===== src/deq_pkg.sv =====
// Shared types and constants of the double-ended queue unit.
// Used by the channel interfaces, the controller, the datapath and the top level.
package deq_pkg;

  localparam int DEPTH      = 16;
  localparam int DATA_WIDTH = 32;
  localparam int ADDR_W     = $clog2(DEPTH);
  localparam int CNT_W      = $clog2(DEPTH + 1);
  localparam int SUM_W      = CNT_W + 1;
  localparam int FUNC_W     = 3;
  localparam int VALUE_W    = 32;
  localparam int STATUS_W   = 2;
  localparam int COUNT_W    = 5;

  typedef enum logic [FUNC_W-1:0] {
    FN_PUSH_FRONT = 3'd0,
    FN_PUSH_BACK  = 3'd1,
    FN_POP_FRONT  = 3'd2,
    FN_POP_BACK   = 3'd3,
    FN_SET_FRONT  = 3'd4,
    FN_SET_BACK   = 3'd5,
    FN_CONTAINS   = 3'd6,
    FN_CLEAR      = 3'd7
  } func_t;

  typedef enum logic [STATUS_W-1:0] {
    ST_OK    = 2'd0,
    ST_EMPTY = 2'd1,
    ST_FULL  = 2'd2
  } status_t;

  // Memory read address select
  typedef enum logic [1:0] {
    RD_HEAD = 2'd0,
    RD_BACK = 2'd1,
    RD_SCAN = 2'd2
  } rd_sel_t;

  // Memory write address select
  typedef enum logic [1:0] {
    WR_HEAD_DEC = 2'd0,
    WR_TAIL     = 2'd1,
    WR_HEAD     = 2'd2,
    WR_BACK     = 2'd3
  } wr_sel_t;

  typedef enum logic [2:0] {
    PTR_NONE       = 3'd0,
    PTR_PUSH_FRONT = 3'd1,
    PTR_PUSH_BACK  = 3'd2,
    PTR_POP_FRONT  = 3'd3,
    PTR_POP_BACK   = 3'd4,
    PTR_CLEAR      = 3'd5
  } ptr_op_t;

  typedef struct packed {
    logic    load_in;
    logic    rd_en;
    rd_sel_t rd_sel;
    logic    wr_en;
    wr_sel_t wr_sel;
    ptr_op_t ptr_op;
    logic    status_load;
    status_t status_code;
    logic    cap_old;
    logic    cap_front;
    logic    scan_clr;
    logic    scan_inc;
    logic    scan_cmp;
    logic    out_load;
  } cmd_t;

  typedef struct packed {
    logic empty;
    logic full;
    logic match;
    logic scan_last;
    logic out_free;
  } stat_t;

endpackage


===== src/deq_in_if.sv =====
// Request channel of the double-ended queue unit: valid/ready plus operation fields.
// Depends on deq_pkg.
interface deq_in_if;
  logic                        valid;
  logic                        ready;
  logic [deq_pkg::FUNC_W-1:0]  func;
  logic [deq_pkg::VALUE_W-1:0] value;

  modport source (output valid, output func, output value, input ready);
  modport sink   (input valid, input func, input value, output ready);
endinterface


===== src/deq_out_if.sv =====
// Result channel of the double-ended queue unit: valid/ready plus result fields.
// Depends on deq_pkg.
interface deq_out_if;
  logic                         valid;
  logic                         ready;
  logic [deq_pkg::VALUE_W-1:0]  old_value;
  logic                         hit;
  logic [deq_pkg::STATUS_W-1:0] status;
  logic [deq_pkg::COUNT_W-1:0]  count;
  logic [deq_pkg::VALUE_W-1:0]  front_value;
  logic [deq_pkg::VALUE_W-1:0]  back_value;

  modport source (output valid, output old_value, output hit, output status, output count,
                  output front_value, output back_value, input ready);
  modport sink   (input valid, input old_value, input hit, input status, input count,
                  input front_value, input back_value, output ready);
endinterface


===== src/deq_ctrl.sv =====
// Sequencer of the double-ended queue unit: one-hot state machine issuing datapath commands.
// Depends on deq_pkg.
module deq_ctrl (
  input  logic                       clk,
  input  logic                       rst,
  input  logic                       req_valid,
  input  logic [deq_pkg::FUNC_W-1:0] req_func,
  output logic                       req_ready,
  input  deq_pkg::stat_t             stat,
  output deq_pkg::cmd_t              cmd
);

  typedef enum logic [7:0] {
    S_IDLE     = 8'b0000_0001,
    S_DECODE   = 8'b0000_0010,
    S_POP      = 8'b0000_0100,
    S_SET      = 8'b0000_1000,
    S_SCAN_RD  = 8'b0001_0000,
    S_SCAN_CMP = 8'b0010_0000,
    S_FRONT    = 8'b0100_0000,
    S_BACK     = 8'b1000_0000
  } state_t;

  // done state folded in: S_BACK loops on itself until the result register frees up
  state_t         state, state_next;
  deq_pkg::func_t func, func_next;
  logic           back_rd_done, back_rd_done_next;

  always_ff @(posedge clk) begin
    if (rst) begin
      state        <= S_IDLE;
      func         <= deq_pkg::FN_PUSH_FRONT;
      back_rd_done <= 1'b0;
    end else begin
      state        <= state_next;
      func         <= func_next;
      back_rd_done <= back_rd_done_next;
    end
  end

  always_comb begin
    cmd               = '0;
    state_next        = state;
    func_next         = func;
    back_rd_done_next = back_rd_done;
    req_ready         = 1'b0;
    unique case (state)
      S_IDLE: begin
        req_ready = 1'b1;
        if (req_valid) begin
          cmd.load_in = 1'b1;
          func_next   = deq_pkg::func_t'(req_func);
          state_next  = S_DECODE;
        end
      end
      S_DECODE: begin
        state_next = S_FRONT;
        unique case (func)
          deq_pkg::FN_PUSH_FRONT, deq_pkg::FN_PUSH_BACK: begin
            if (stat.full) begin
              cmd.status_load = 1'b1;
              cmd.status_code = deq_pkg::ST_FULL;
            end else begin
              cmd.wr_en  = 1'b1;
              cmd.wr_sel = (func == deq_pkg::FN_PUSH_FRONT) ? deq_pkg::WR_HEAD_DEC
                                                             : deq_pkg::WR_TAIL;
              cmd.ptr_op = (func == deq_pkg::FN_PUSH_FRONT) ? deq_pkg::PTR_PUSH_FRONT
                                                             : deq_pkg::PTR_PUSH_BACK;
            end
          end
          deq_pkg::FN_POP_FRONT, deq_pkg::FN_POP_BACK: begin
            if (stat.empty) begin
              cmd.status_load = 1'b1;
              cmd.status_code = deq_pkg::ST_EMPTY;
            end else begin
              cmd.rd_en  = 1'b1;
              cmd.rd_sel = (func == deq_pkg::FN_POP_FRONT) ? deq_pkg::RD_HEAD
                                                            : deq_pkg::RD_BACK;
              state_next = S_POP;
            end
          end
          deq_pkg::FN_SET_FRONT, deq_pkg::FN_SET_BACK: begin
            if (stat.empty) begin
              // replace on empty queue is a push at that end
              cmd.wr_en  = 1'b1;
              cmd.wr_sel = (func == deq_pkg::FN_SET_FRONT) ? deq_pkg::WR_HEAD_DEC
                                                            : deq_pkg::WR_TAIL;
              cmd.ptr_op = (func == deq_pkg::FN_SET_FRONT) ? deq_pkg::PTR_PUSH_FRONT
                                                            : deq_pkg::PTR_PUSH_BACK;
            end else begin
              cmd.rd_en  = 1'b1;
              cmd.rd_sel = (func == deq_pkg::FN_SET_FRONT) ? deq_pkg::RD_HEAD
                                                            : deq_pkg::RD_BACK;
              state_next = S_SET;
            end
          end
          deq_pkg::FN_CONTAINS: begin
            cmd.scan_clr = 1'b1;
            if (!stat.empty) begin
              state_next = S_SCAN_RD;
            end
          end
          deq_pkg::FN_CLEAR: begin
            cmd.ptr_op = deq_pkg::PTR_CLEAR;
          end
          default: ;
        endcase
      end
      S_POP: begin
        cmd.cap_old = 1'b1;
        cmd.ptr_op  = (func == deq_pkg::FN_POP_FRONT) ? deq_pkg::PTR_POP_FRONT
                                                       : deq_pkg::PTR_POP_BACK;
        state_next  = S_FRONT;
      end
      S_SET: begin
        cmd.cap_old = 1'b1;
        cmd.wr_en   = 1'b1;
        cmd.wr_sel  = (func == deq_pkg::FN_SET_FRONT) ? deq_pkg::WR_HEAD : deq_pkg::WR_BACK;
        state_next  = S_FRONT;
      end
      S_SCAN_RD: begin
        cmd.rd_en  = 1'b1;
        cmd.rd_sel = deq_pkg::RD_SCAN;
        state_next = S_SCAN_CMP;
      end
      S_SCAN_CMP: begin
        cmd.scan_cmp = 1'b1;
        cmd.scan_inc = 1'b1;
        state_next   = (stat.match || stat.scan_last) ? S_FRONT : S_SCAN_RD;
      end
      S_FRONT: begin
        cmd.rd_en         = 1'b1;
        cmd.rd_sel        = deq_pkg::RD_HEAD;
        back_rd_done_next = 1'b0;
        state_next        = S_BACK;
      end
      S_BACK: begin
        if (!back_rd_done) begin
          // front word arrives now; launch the back read
          cmd.cap_front     = 1'b1;
          cmd.rd_en         = 1'b1;
          cmd.rd_sel        = deq_pkg::RD_BACK;
          back_rd_done_next = 1'b1;
        end else if (stat.out_free) begin
          cmd.out_load = 1'b1;
          state_next   = S_IDLE;
        end
      end
      default: state_next = S_IDLE;
    endcase
  end

endmodule


===== src/deq_dp.sv =====
// Datapath of the double-ended queue unit: ring memory, head and fill registers,
// scan index, result fields and the output register. Depends on deq_pkg and deq_out_if.
module deq_dp (
  input  logic                        clk,
  input  logic                        rst,
  input  logic [deq_pkg::VALUE_W-1:0] req_value,
  input  deq_pkg::cmd_t               cmd,
  output deq_pkg::stat_t              stat,
  deq_out_if.source                   rsp
);

  logic [deq_pkg::DATA_WIDTH-1:0] mem [deq_pkg::DEPTH];
  logic [deq_pkg::DATA_WIDTH-1:0] rdata;
  logic [deq_pkg::DATA_WIDTH-1:0] data;
  logic [deq_pkg::DATA_WIDTH-1:0] old_word;
  logic [deq_pkg::DATA_WIDTH-1:0] front_word;
  logic                           hit;
  deq_pkg::status_t               status;

  logic [deq_pkg::ADDR_W-1:0] head, head_next;
  logic [deq_pkg::CNT_W-1:0]  held, held_next;
  logic [deq_pkg::ADDR_W-1:0] idx;

  logic [deq_pkg::ADDR_W-1:0] head_dec, head_inc, tail_pos, back_pos, scan_pos;
  logic [deq_pkg::ADDR_W-1:0] rd_addr, wr_addr;

  // (base + offset) mod DEPTH, offset at most DEPTH
  function automatic logic [deq_pkg::ADDR_W-1:0] ring_add(
    input logic [deq_pkg::ADDR_W-1:0] base,
    input logic [deq_pkg::CNT_W-1:0]  offset
  );
    logic [deq_pkg::SUM_W-1:0] sum;
    sum = deq_pkg::SUM_W'(base) + deq_pkg::SUM_W'(offset);
    if (sum >= deq_pkg::SUM_W'(deq_pkg::DEPTH)) begin
      sum = sum - deq_pkg::SUM_W'(deq_pkg::DEPTH);
    end
    return sum[deq_pkg::ADDR_W-1:0];
  endfunction

  assign head_dec = (head == '0) ? deq_pkg::ADDR_W'(deq_pkg::DEPTH - 1) : head - 1'b1;
  assign head_inc = (head == deq_pkg::ADDR_W'(deq_pkg::DEPTH - 1)) ? '0 : head + 1'b1;
  assign tail_pos = ring_add(head, held);
  assign back_pos = ring_add(head, (held == '0) ? '0 : held - 1'b1);
  assign scan_pos = ring_add(head, deq_pkg::CNT_W'(idx));

  always_comb begin
    unique case (cmd.rd_sel)
      deq_pkg::RD_HEAD: rd_addr = head;
      deq_pkg::RD_BACK: rd_addr = back_pos;
      deq_pkg::RD_SCAN: rd_addr = scan_pos;
      default:          rd_addr = head;
    endcase
  end

  always_comb begin
    unique case (cmd.wr_sel)
      deq_pkg::WR_HEAD_DEC: wr_addr = head_dec;
      deq_pkg::WR_TAIL:     wr_addr = tail_pos;
      deq_pkg::WR_HEAD:     wr_addr = head;
      deq_pkg::WR_BACK:     wr_addr = back_pos;
      default:              wr_addr = head;
    endcase
  end

  always_ff @(posedge clk) begin
    if (cmd.wr_en) begin
      mem[wr_addr] <= data;
    end
    if (cmd.rd_en) begin
      rdata <= mem[rd_addr];
    end
  end

  always_comb begin
    head_next = head;
    held_next = held;
    unique case (cmd.ptr_op)
      deq_pkg::PTR_PUSH_FRONT: begin
        head_next = head_dec;
        held_next = held + 1'b1;
      end
      deq_pkg::PTR_PUSH_BACK: begin
        held_next = held + 1'b1;
      end
      deq_pkg::PTR_POP_FRONT: begin
        head_next = (held == deq_pkg::CNT_W'(1)) ? '0 : head_inc;
        held_next = held - 1'b1;
      end
      deq_pkg::PTR_POP_BACK: begin
        head_next = (held == deq_pkg::CNT_W'(1)) ? '0 : head;
        held_next = held - 1'b1;
      end
      deq_pkg::PTR_CLEAR: begin
        head_next = '0;
        held_next = '0;
      end
      default: ;
    endcase
  end

  always_ff @(posedge clk) begin
    if (rst) begin
      head <= '0;
      held <= '0;
    end else begin
      head <= head_next;
      held <= held_next;
    end
  end

  always_ff @(posedge clk) begin
    if (cmd.load_in) begin
      data     <= req_value[deq_pkg::DATA_WIDTH-1:0];
      old_word <= '0;
      hit      <= 1'b0;
      status   <= deq_pkg::ST_OK;
    end
    if (cmd.status_load) begin
      status <= cmd.status_code;
    end
    if (cmd.cap_old) begin
      old_word <= rdata;
    end
    if (cmd.cap_front) begin
      front_word <= (held == '0) ? '0 : rdata;
    end
    if (cmd.scan_cmp && stat.match) begin
      hit <= 1'b1;
    end
    if (cmd.scan_clr) begin
      idx <= '0;
    end else if (cmd.scan_inc) begin
      idx <= idx + 1'b1;
    end
  end

  assign stat.empty     = (held == '0);
  assign stat.full      = (held >= deq_pkg::CNT_W'(deq_pkg::DEPTH));
  assign stat.match     = (rdata == data);
  assign stat.scan_last = (deq_pkg::CNT_W'(idx) == held - 1'b1);
  assign stat.out_free  = !rsp.valid || rsp.ready;

  // result register; a finished result waits here while the next request is taken
  always_ff @(posedge clk) begin
    if (rst) begin
      rsp.valid <= 1'b0;
    end else if (cmd.out_load) begin
      rsp.valid <= 1'b1;
    end else if (rsp.ready) begin
      rsp.valid <= 1'b0;
    end
  end

  always_ff @(posedge clk) begin
    if (cmd.out_load) begin
      rsp.old_value   <= deq_pkg::VALUE_W'(old_word);
      rsp.hit         <= hit;
      rsp.status      <= status;
      rsp.count       <= deq_pkg::COUNT_W'(held);
      rsp.front_value <= deq_pkg::VALUE_W'(front_word);
      rsp.back_value  <= (held == '0) ? '0 : deq_pkg::VALUE_W'(rdata);
    end
  end

endmodule


===== src/double_ended_queue_unit.sv =====
// Double-ended queue over a 16-entry ring memory with one write and one registered read port.
// Contains reads and compares entries from the front one at a time, up to a match or the back.
// The single memory read port serialises the work: old word, new front and new back are read in turn.
// A new request is taken in the cycle after the result is loaded, while that result waits.
// Synchronous active-high rst empties the queue; memory contents are not cleared.
module double_ended_queue_unit (
  input  logic      clk,
  input  logic      rst,
  deq_in_if.sink    req,
  deq_out_if.source rsp
);

  deq_pkg::cmd_t  cmd;
  deq_pkg::stat_t stat;
  logic           req_ready;

  assign req.ready = req_ready;

  deq_ctrl u_ctrl (
    .clk       (clk),
    .rst       (rst),
    .req_valid (req.valid),
    .req_func  (req.func),
    .req_ready (req_ready),
    .stat      (stat),
    .cmd       (cmd)
  );

  deq_dp u_dp (
    .clk       (clk),
    .rst       (rst),
    .req_value (req.value),
    .cmd       (cmd),
    .stat      (stat),
    .rsp       (rsp)
  );

endmodule


===== src/flat_wrapper.sv =====
// flat-port wrapper written by rule: the top's interface ports become plain ports
module double_ended_queue_unit_flat 
  (clk, rst, req_valid, req_func, req_value, req_ready, rsp_valid, rsp_old_value, rsp_hit, rsp_status, rsp_count, rsp_front_value, rsp_back_value, rsp_ready);
  deq_in_if req_i ();
  deq_out_if rsp_i ();
  input  logic clk;
  input  logic rst;
  input wire logic [$bits(req_i.valid)-1:0] req_valid;
  input wire logic [$bits(req_i.func)-1:0] req_func;
  input wire logic [$bits(req_i.value)-1:0] req_value;
  output wire logic [$bits(req_i.ready)-1:0] req_ready;
  output wire logic [$bits(rsp_i.valid)-1:0] rsp_valid;
  output wire logic [$bits(rsp_i.old_value)-1:0] rsp_old_value;
  output wire logic [$bits(rsp_i.hit)-1:0] rsp_hit;
  output wire logic [$bits(rsp_i.status)-1:0] rsp_status;
  output wire logic [$bits(rsp_i.count)-1:0] rsp_count;
  output wire logic [$bits(rsp_i.front_value)-1:0] rsp_front_value;
  output wire logic [$bits(rsp_i.back_value)-1:0] rsp_back_value;
  input wire logic [$bits(rsp_i.ready)-1:0] rsp_ready;
  assign req_i.valid = req_valid;
  assign req_i.func = req_func;
  assign req_i.value = req_value;
  assign req_ready = req_i.ready;
  assign rsp_valid = rsp_i.valid;
  assign rsp_old_value = rsp_i.old_value;
  assign rsp_hit = rsp_i.hit;
  assign rsp_status = rsp_i.status;
  assign rsp_count = rsp_i.count;
  assign rsp_front_value = rsp_i.front_value;
  assign rsp_back_value = rsp_i.back_value;
  assign rsp_i.ready = rsp_ready;
  double_ended_queue_unit u_core (.clk(clk), .rst(rst), .req(req_i), .rsp(rsp_i));
endmodule

===== config.mk =====
export PLATFORM = sky130hd
export DESIGN_NAME = double_ended_queue_unit_flat
export DESIGN_NICKNAME = d
export VERILOG_FILES = /design/src/deq_pkg.sv /design/src/deq_in_if.sv /design/src/deq_out_if.sv /design/src/deq_ctrl.sv /design/src/deq_dp.sv /design/src/double_ended_queue_unit.sv /design/src/flat_wrapper.sv
export SDC_FILE = /design/constraint.sdc
export NUM_CORES = 1
export LEC_CHECK = 0
export BUFFER_PORTS_ARGS = -buffer_cell sky130_fd_sc_hd__buf_2
export CAP_MARGIN = 15
export CORE_ASPECT_RATIO = 1.2
export CORE_MARGIN = 2
export CORE_UTILIZATION = 62
export DETAILED_ROUTE_END_ITERATION = 12
export GPL_TIMING_DRIVEN = 0
export PLACE_DENSITY = 0.78
export SYNTH_ARGS = -nofsm -noshare
export SYNTH_HDL_FRONTEND = slang
export SYNTH_HIERARCHICAL = 1
export SYNTH_SLANG_ARGS = --single-unit

===== constraint.sdc =====
create_clock -name clk -period 14.19 [get_ports clk]
set_clock_uncertainty 0.2 [all_clocks]
set_input_delay 2.838 -clock clk [delete_from_list [all_inputs] [get_ports clk]]
set_output_delay 2.838 -clock clk [all_outputs]
set_load 0.005 [all_outputs]

==> results of run 1 <==
==> synthesized netlist by cell type (all sizes together) (4+ instances only) <==
cell type	n	area, um2
and3	4	26.3
buf	68	430
nand2b	6	37.5
nand3	110	551
inv	25	93.8
a32oi	32	280
mux2	5	56.3
edfxtp	746	22400
dfxtp	27	541
o21ai	10	50.1
nand4	6	37.5
a21o	7	52.6
a21oi	189	972
nand2	352	1330
xnor2	13	114
a221oi	32	280
xor2	41	359
nor2	56	210
a22oi	34	255
nor4	10	83.8
mux2i	76	761
nor2b	40	250
and2	40	250
ha	18	225
nor3	17	96.4
clkbuf	54	224
==> per-layer routing <==
layer / up-vias / GRT usage, % / share of wire (%)
met5: - / 0 / 0
met4: 0 / 16.1 / 5.0
met3: 252 / 5.51 / 10
met2: 1163 / 48.5 / 50
met1: 9170 / 35.2 / 35
li1: 8281 / - / -
==> power by group <==
part | leakage (nW) | total, mW | internal [mW] | switching [mW]
sequential | 6.99 | 2.58 | 2.54 | 0.0414
combinational | 4.41 | 0.188 | 0.0610 | 0.127
clock | 1.09 | 1.84 | 1.04 | 0.798
total | 12.5 | 4.61 | 3.64 | 0.966
==> worst min-delay path by stage <==
stage | start | end
6_report | u_core/u_dp/old_word[9] | u_core/u_dp/rsp.old_value[9]
5_1_grt | u_core/u_dp/old_word[9] | u_core/u_dp/rsp.old_value[9]
4_1_cts | u_core/u_dp/old_word[9] | u_core/u_dp/rsp.old_value[9]
3_5_place_dp | u_core/u_dp/front_word[10] | u_core/u_dp/rsp.front_value[10]
3_3_place_gp | u_core/u_dp/front_word[0] | u_core/u_dp/rsp.front_value[0]
2_1_floorplan | u_core/u_dp/front_word[0] | u_core/u_dp/rsp.front_value[0]
==> state kept, by name, indices dropped and copies added (netlist names) <==
name and cells:
u_core/u_dp/rsp.count 5, u_core/u_dp/old_word 32, u_core/u_dp/rsp.front_value 32, u_core/u_dp/mem 512, u_core/u_dp/idx 4, u_core/u_dp/rsp.status 2
u_core/u_dp/hit 1, u_core/u_dp/front_word 32, u_core/u_ctrl/state 8, u_core/u_ctrl/back_rd_done 1, u_core/u_dp/head 4, u_core/u_dp/rsp.valid 1
u_core/u_dp/rdata 32, u_core/u_dp/held 5, u_core/u_dp/status 2, u_core/u_ctrl/func 3, u_core/u_dp/rsp.back_value 32, u_core/u_dp/data 32
u_core/u_dp/rsp.hit 1, u_core/u_dp/rsp.old_value 32
==> cell usage in the layout, fill, tap and decap left out, types with 18 or more instances in the layout <==
cell type  netlist  layout
inv_1           25      24
nand2_1        351     351
a221oi_1        32      32
nand3_1        110     110
a32oi_1         32      32
buf_6            3      23
mux2i_1         76      76
clkbuf_16        0      75
edfxtp_1       746     746
buf_2           47     190
nor2_1          56      54
nor2b_1         40      40
xor2_1          41      41
and2_1          40      40
ha_1            18      18
dfxtp_1         27      27
a22oi_1         34      34
clkbuf_1        51      66
a21oi_1        184     176
==> cell families (layout without fill, tap and decap cells) <==
kind of cell	Yosys count	in the layout	share of synthesized area, %
flip-flops	773	773	75.1
AO/OA/AOI/OAI	341	341	7.28
multiplexers	83	83	2.82
buffers and inverters	148	455	2.48
XOR/XNOR	54	54	1.55
adder cells (fa/ha/maj)	21	21	0.934
AND/OR/NAND/NOR	657	657	9.87
==> stage by stage <==
step,area (um2),hold slack (ps),setup slack [ps],power [mW],utilization (%)
final,35100,207,8290,4.61,71.7
after CTS,35000,206,8350,4.62,71.7
after global placement,32100,200,4420,2.80,65.6
after detailed placement,32800,205,8360,2.81,67.1
after floorplan,30600,200,6030,2.73,-
after global routing,35100,202,8070,4.74,71.7
==> area by class of cell <==
class                   instances  area [um2]
multi-input cells            1156        7000
clock buffers                  90        1930
repair buffers                182        1330
well taps                     637         797
clock inverters                35         290
fillers                      2951       13800
flip-flops and latches        773       22900
plain buffers                 123         663
inverters                      25        93.8
==> run_results.csv, run 1 <==
group,metric,value,unit
status,status,"complete, no violations",
synth,syn-num-nets,2137,
synth,synth_warnings,6,
synth,synth.ff_latch_count,773,
synth,yosysSeqAreaShare,75.1,%
cts,cts-root-buf,"clkbuf_16",
cts,cts_buffer_depth,3,
synth,syn_inst,2077,
power_and_ir_drop,peakVddDrop,0.0909,mV
timing,maxSlewHeadroom,35.9,%
die,coreArea,48900,um2
critical_path,r2r_setup_slack,8290,ps
cts,clkTransAtPathRegs,70,ps
timing,finalSetupViolCount,0,
critical_path,cp-end-kind,"register",
die,die_w,207,um
die,row_count,89,
cells_and_area,final_nets,2393,
timing,layout_min_cycle_time,5900,ps
grt,antenna_found_initial,1,
cells_and_area,area_growth,14.7,%
drt,routed_wl,73100,um
cts,postCtsHoldBufs,0,
timing,maxSlewViolCount,0,
critical_path,cp_num_buf_inv,8,
critical_path,path_max_fanout,16,
critical_path,cp.arrival,6000,ps
critical_path,timing.rr.start,"u_core/u_dp/held[0]",
placement,dpl.hpwl,49800,um
drt,via_count,18866,
cells_and_area,drive_above_1_share,16.7,%
power_and_ir_drop,power_leakage,12.5,nW
grt,grt_remaining_overflow,0,
placement,finalWeightedCongestion,0.878,
critical_path,cp_cell_sequence,"buf_2 -> inv_1 -> ha_1 -> and3_1 -> clkbuf_1 -> clkbuf_1 -> and2_1 -> o2111a_1 -> a41o_2 -> o21a_1 -> buf_2 -> inv_1 -> mux4_2 -> nand2b_1 -> nor2_1 -> nand2_1 -> nor3_2 -> buf_8 -> buf_6",
timing,final.period_utilization,41.6,%
critical_path,slowest_stage,"nor3_2",
die,pin_count,145,
timing,tns,0,ps
job,drv_cap,0,
synth,synth_cell_types,79,
timing,rsz0062_at_grt,"no",
synth,synth_flop_cell,"edfxtp_1",
power_and_ir_drop,powerDensity,131,nW/um2
min_path,hold_class,"reg2reg",
grt,grt_pass1_vias,18870,
cts,clock_sinks,773,
critical_path,cp-start-kind,"register",
synth,avgSynthCellArea,14.7,um2
critical_path,endpoint,"u_core/u_dp/mem[3][21]",
cts,post_cts_buffers,0,
critical_path,worstRegToRegCells,19,
critical_path,crit_cells,19,
grt,grt_max_degree,39,
critical_path,crit_type,"reg2reg",
critical_path,crit_family,"buffers and inverters",
cts,clk_latency,620,ps
cts,cts_resized,0,
critical_path,cp.required,14290,ps
grt,grt_use_total,28.9,%
cells_and_area,layoutNonFillerInstCount,3021,
die,die-area,51100,um2
drt,drt_iter0_markers,2120,
timing,clock.fmax,170,MHz
drt,antenna_left,0,
synth,async_flop_share,0,%
die,die_h,247,um
cts,cts_buffers,72,
synth,synth_area,30600,um2
timing,worst_pin_slew,956,ps
die,initial_core_util,62.5,%
placement,placed_cells,2895,
cts,cts_tree,"yes",
critical_path,max_stage_delay,700,ps
cts,h-tree-depth,3,
critical_path,crit_start,"u_core/u_dp/held[0]",
min_path,min_path_cells,0,
drt,wl_per_cell,24.2,um
timing,hold_violations,0,
grt,grt_pass1_wl,108000,um
drt,drc,0,
synth,synth-edff-count,746,
critical_path,r2r-end,"u_core/u_dp/mem[3][21]",
placement,port_buffers,143,
drt,firstDrtPassIters,6,
drt,vias_per_cell,6.24,
cells_and_area,diodes,0,
Power figures use the tool's default switching activity.
==> run 2: changes to the inputs <==
--- a/config.mk
+++ b/config.mk
@@ -9,10 +9,10 @@
 export CAP_MARGIN = 15
 export CORE_ASPECT_RATIO = 1.2
 export CORE_MARGIN = 2
-export CORE_UTILIZATION = 62
+export CORE_UTILIZATION = 61
 export DETAILED_ROUTE_END_ITERATION = 12
 export GPL_TIMING_DRIVEN = 0
-export PLACE_DENSITY = 0.78
+export PLACE_DENSITY = 0.77
 export SYNTH_ARGS = -nofsm -noshare
 export SYNTH_HDL_FRONTEND = slang
 export SYNTH_HIERARCHICAL = 1
==> constraint.sdc (replaced) <==
create_clock -name clk -period 6.2 [get_ports clk]
set_clock_uncertainty 0.2 [all_clocks]
set_input_delay 1.24 -clock clk [delete_from_list [all_inputs] [get_ports clk]]
set_output_delay 1.24 -clock clk [all_outputs]
set_load 0.005 [all_outputs]
==> run_results.csv, run 2 (synthesis gave the netlist of run 1 again) <==
group,metric,value,unit
status,status,"complete, no violations",
drt,routed_wl,72600,um
drt,antenna_left,0,
critical_path,cp.required,6320,ps
cts,clock_sinks,773,
cts,cts_buffers,72,
drt,drt_iter0_markers,2252,
critical_path,cp_num_buf_inv,8,
die,die_w,208,um
placement,port_buffers,143,
grt,antenna_found_initial,1,
drt,vias_per_cell,6.22,
cells_and_area,area_growth,15.1,%
critical_path,cp_cell_sequence,"buf_2 -> inv_1 -> ha_1 -> and3_1 -> clkbuf_1 -> clkbuf_1 -> and2_1 -> o2111a_1 -> a41o_2 -> o21a_1 -> buf_2 -> inv_1 -> mux4_2 -> nand2_1 -> nor2_1 -> nand2_1 -> nor3_2 -> buf_8 -> buf_6",
timing,maxSlewViolCount,0,
power_and_ir_drop,power_leakage,12.5,nW
cts,cts_tree,"yes",
timing,hold_ws,217,ps
placement,placed_cells,2890,
placement,place_ws,485,ps
die,coreArea,49300,um2
critical_path,endpoint,"u_core/u_dp/mem[4][12]",
critical_path,crit_cells,19,
drt,drc,0,
timing,finalSetupViolCount,0,
grt,grt_use_total,28.1,%
cells_and_area,final_nets,2388,
cts,clk_latency,620,ps
grt,grt_remaining_overflow,0,
die,die-area,51900,um2
cells_and_area,largest_register_ffs,512,
critical_path,cp.arrival,5890,ps
critical_path,crit_start,"u_core/u_dp/held[1]",
die,pin_count,145,
critical_path,cp-end-kind,"register",
cts,cts_resized,0,
cells_and_area,drive_above_1_share,16.6,%
cts,h-tree-depth,3,
critical_path,path_max_fanout,16,
critical_path,timing.rr.start,"u_core/u_dp/held[1]",
job,drv_cap,0,
drt,via_count,18778,
cts,clkTransAtPathRegs,60,ps
cts,postCtsHoldBufs,0,
die,row_count,89,
timing,final.period_utilization,93.1,%
timing,hold_violations,0,
cts,cts-root-buf,"clkbuf_16",
timing,rsz0062_at_grt,"no",
critical_path,max_stage_delay,840,ps
critical_path,r2r-end,"u_core/u_dp/mem[4][12]",
grt,grt_pass1_vias,18671,
timing,clock.fmax,173,MHz
cells_and_area,final_common_cell,"edfxtp_1",
grt,grt_max_degree,39,
critical_path,crit_family,"buffers and inverters",
drt,wl_per_cell,24.1,um
die,die_h,249,um
timing,layout_min_cycle_time,5780,ps
critical_path,worstRegToRegCells,19,
critical_path,cp-start-kind,"register",
cells_and_area,diodes,0,
cells_and_area,top_register,"u_core/u_dp/mem",
grt,grt_pass1_wl,109000,um
min_path,hold_class,"reg2reg",
cells_and_area,mostFrequentLayoutCells,"edfxtp_1, nand2_1, buf_2, a21oi_1, nand3_1",
drt,firstDrtPassIters,6,
power_and_ir_drop,powerDensity,302,nW/um2
placement,dpl.hpwl,49500,um
cells_and_area,layoutNonFillerInstCount,3018,
placement,finalWeightedCongestion,0.875,
die,initial_core_util,61.9,%
timing,timing.final.ws_setup,425,ps
critical_path,crit_type,"reg2reg",
timing,worst_pin_slew,1070,ps
cts,cts_buffer_depth,3,
cts,post_cts_buffers,0,
critical_path,r2r_setup_slack,420,ps
critical_path,slowest_stage,"nor3_2",
timing,maxSlewHeadroom,28.4,%
power_and_ir_drop,peakVddDrop,0.188,mV
[run 2: worst min-delay path by stage]
stage	depth (start not counted)	slack, ps	to	from
floorplan	0	200	u_core/u_dp/rsp.front_value[0]	u_core/u_dp/front_word[0]
global placement	0	200	u_core/u_dp/rsp.old_value[21]	u_core/u_dp/old_word[21]
detailed placement	0	200	u_core/u_dp/rsp.front_value[19]	u_core/u_dp/front_word[19]
CTS	0	220	u_core/u_dp/rsp.old_value[22]	u_core/u_dp/old_word[22]
global route	0	220	u_core/u_dp/rsp.old_value[31]	u_core/u_dp/old_word[31]
finish	0	220	u_core/u_dp/rsp.old_value[22]	u_core/u_dp/old_word[22]
[run 2: worst register-to-register path, stage by stage (launching register included)]
cell      delay (ps)
dfxtp_1          370
buf_2            200
inv_1            160
ha_1             190
and3_1           140
clkbuf_1         410
clkbuf_1         590
and2_1           240
o2111a_1         270
a41o_2           170
o21a_1           140
buf_2            200
inv_1            160
mux4_2           380
nand2_1           80
nor2_1           140
nand2_1          160
nor3_2           840
buf_8            250
buf_6            190
[run 2: power breakdown]
part	internal (mW)	switching, mW
Combinational	0.140	0.290
Sequential	5.81	0.0965
Clock	2.43	1.84
Total	8.38	2.23
[run 2: routing by layer]
layer,up-vias,wire (um),global-route usage [%]
met4,0,3470,14.6
li1,8288,-,-
met1,9166,26100,35.2
met5,-,0,0
met2,1109,36000,47.5
met3,215,7040,4.58
[run 2: area by class of cell]
| type | count | area, um2 |
|---|---|---|
| flip-flops and latches | 773 | 22900 |
| inverters | 25 | 93.8 |
| clock buffers | 88 | 1930 |
| multi-input cells | 1156 | 7030 |
| fillers | 3043 | 14200 |
| clock inverters | 39 | 369 |
| repair buffers | 177 | 1340 |
| well taps | 637 | 797 |
| plain buffers | 123 | 663 |
[run 2: metrics by stage]
stage | cell area, um2 | setup TNS [ps] | utilization [%] | power [mW]
after floorplan | 30600 | 0 | - | 6.24
after global placement | 32100 | -783840 | 65.1 | 6.41
after detailed placement | 32800 | 0 | 66.6 | 6.44
after CTS | 35100 | 0 | 71.2 | 10.7
after global routing | 35200 | 0 | 71.3 | 10.9
final | 35200 | 0 | 71.3 | 10.6
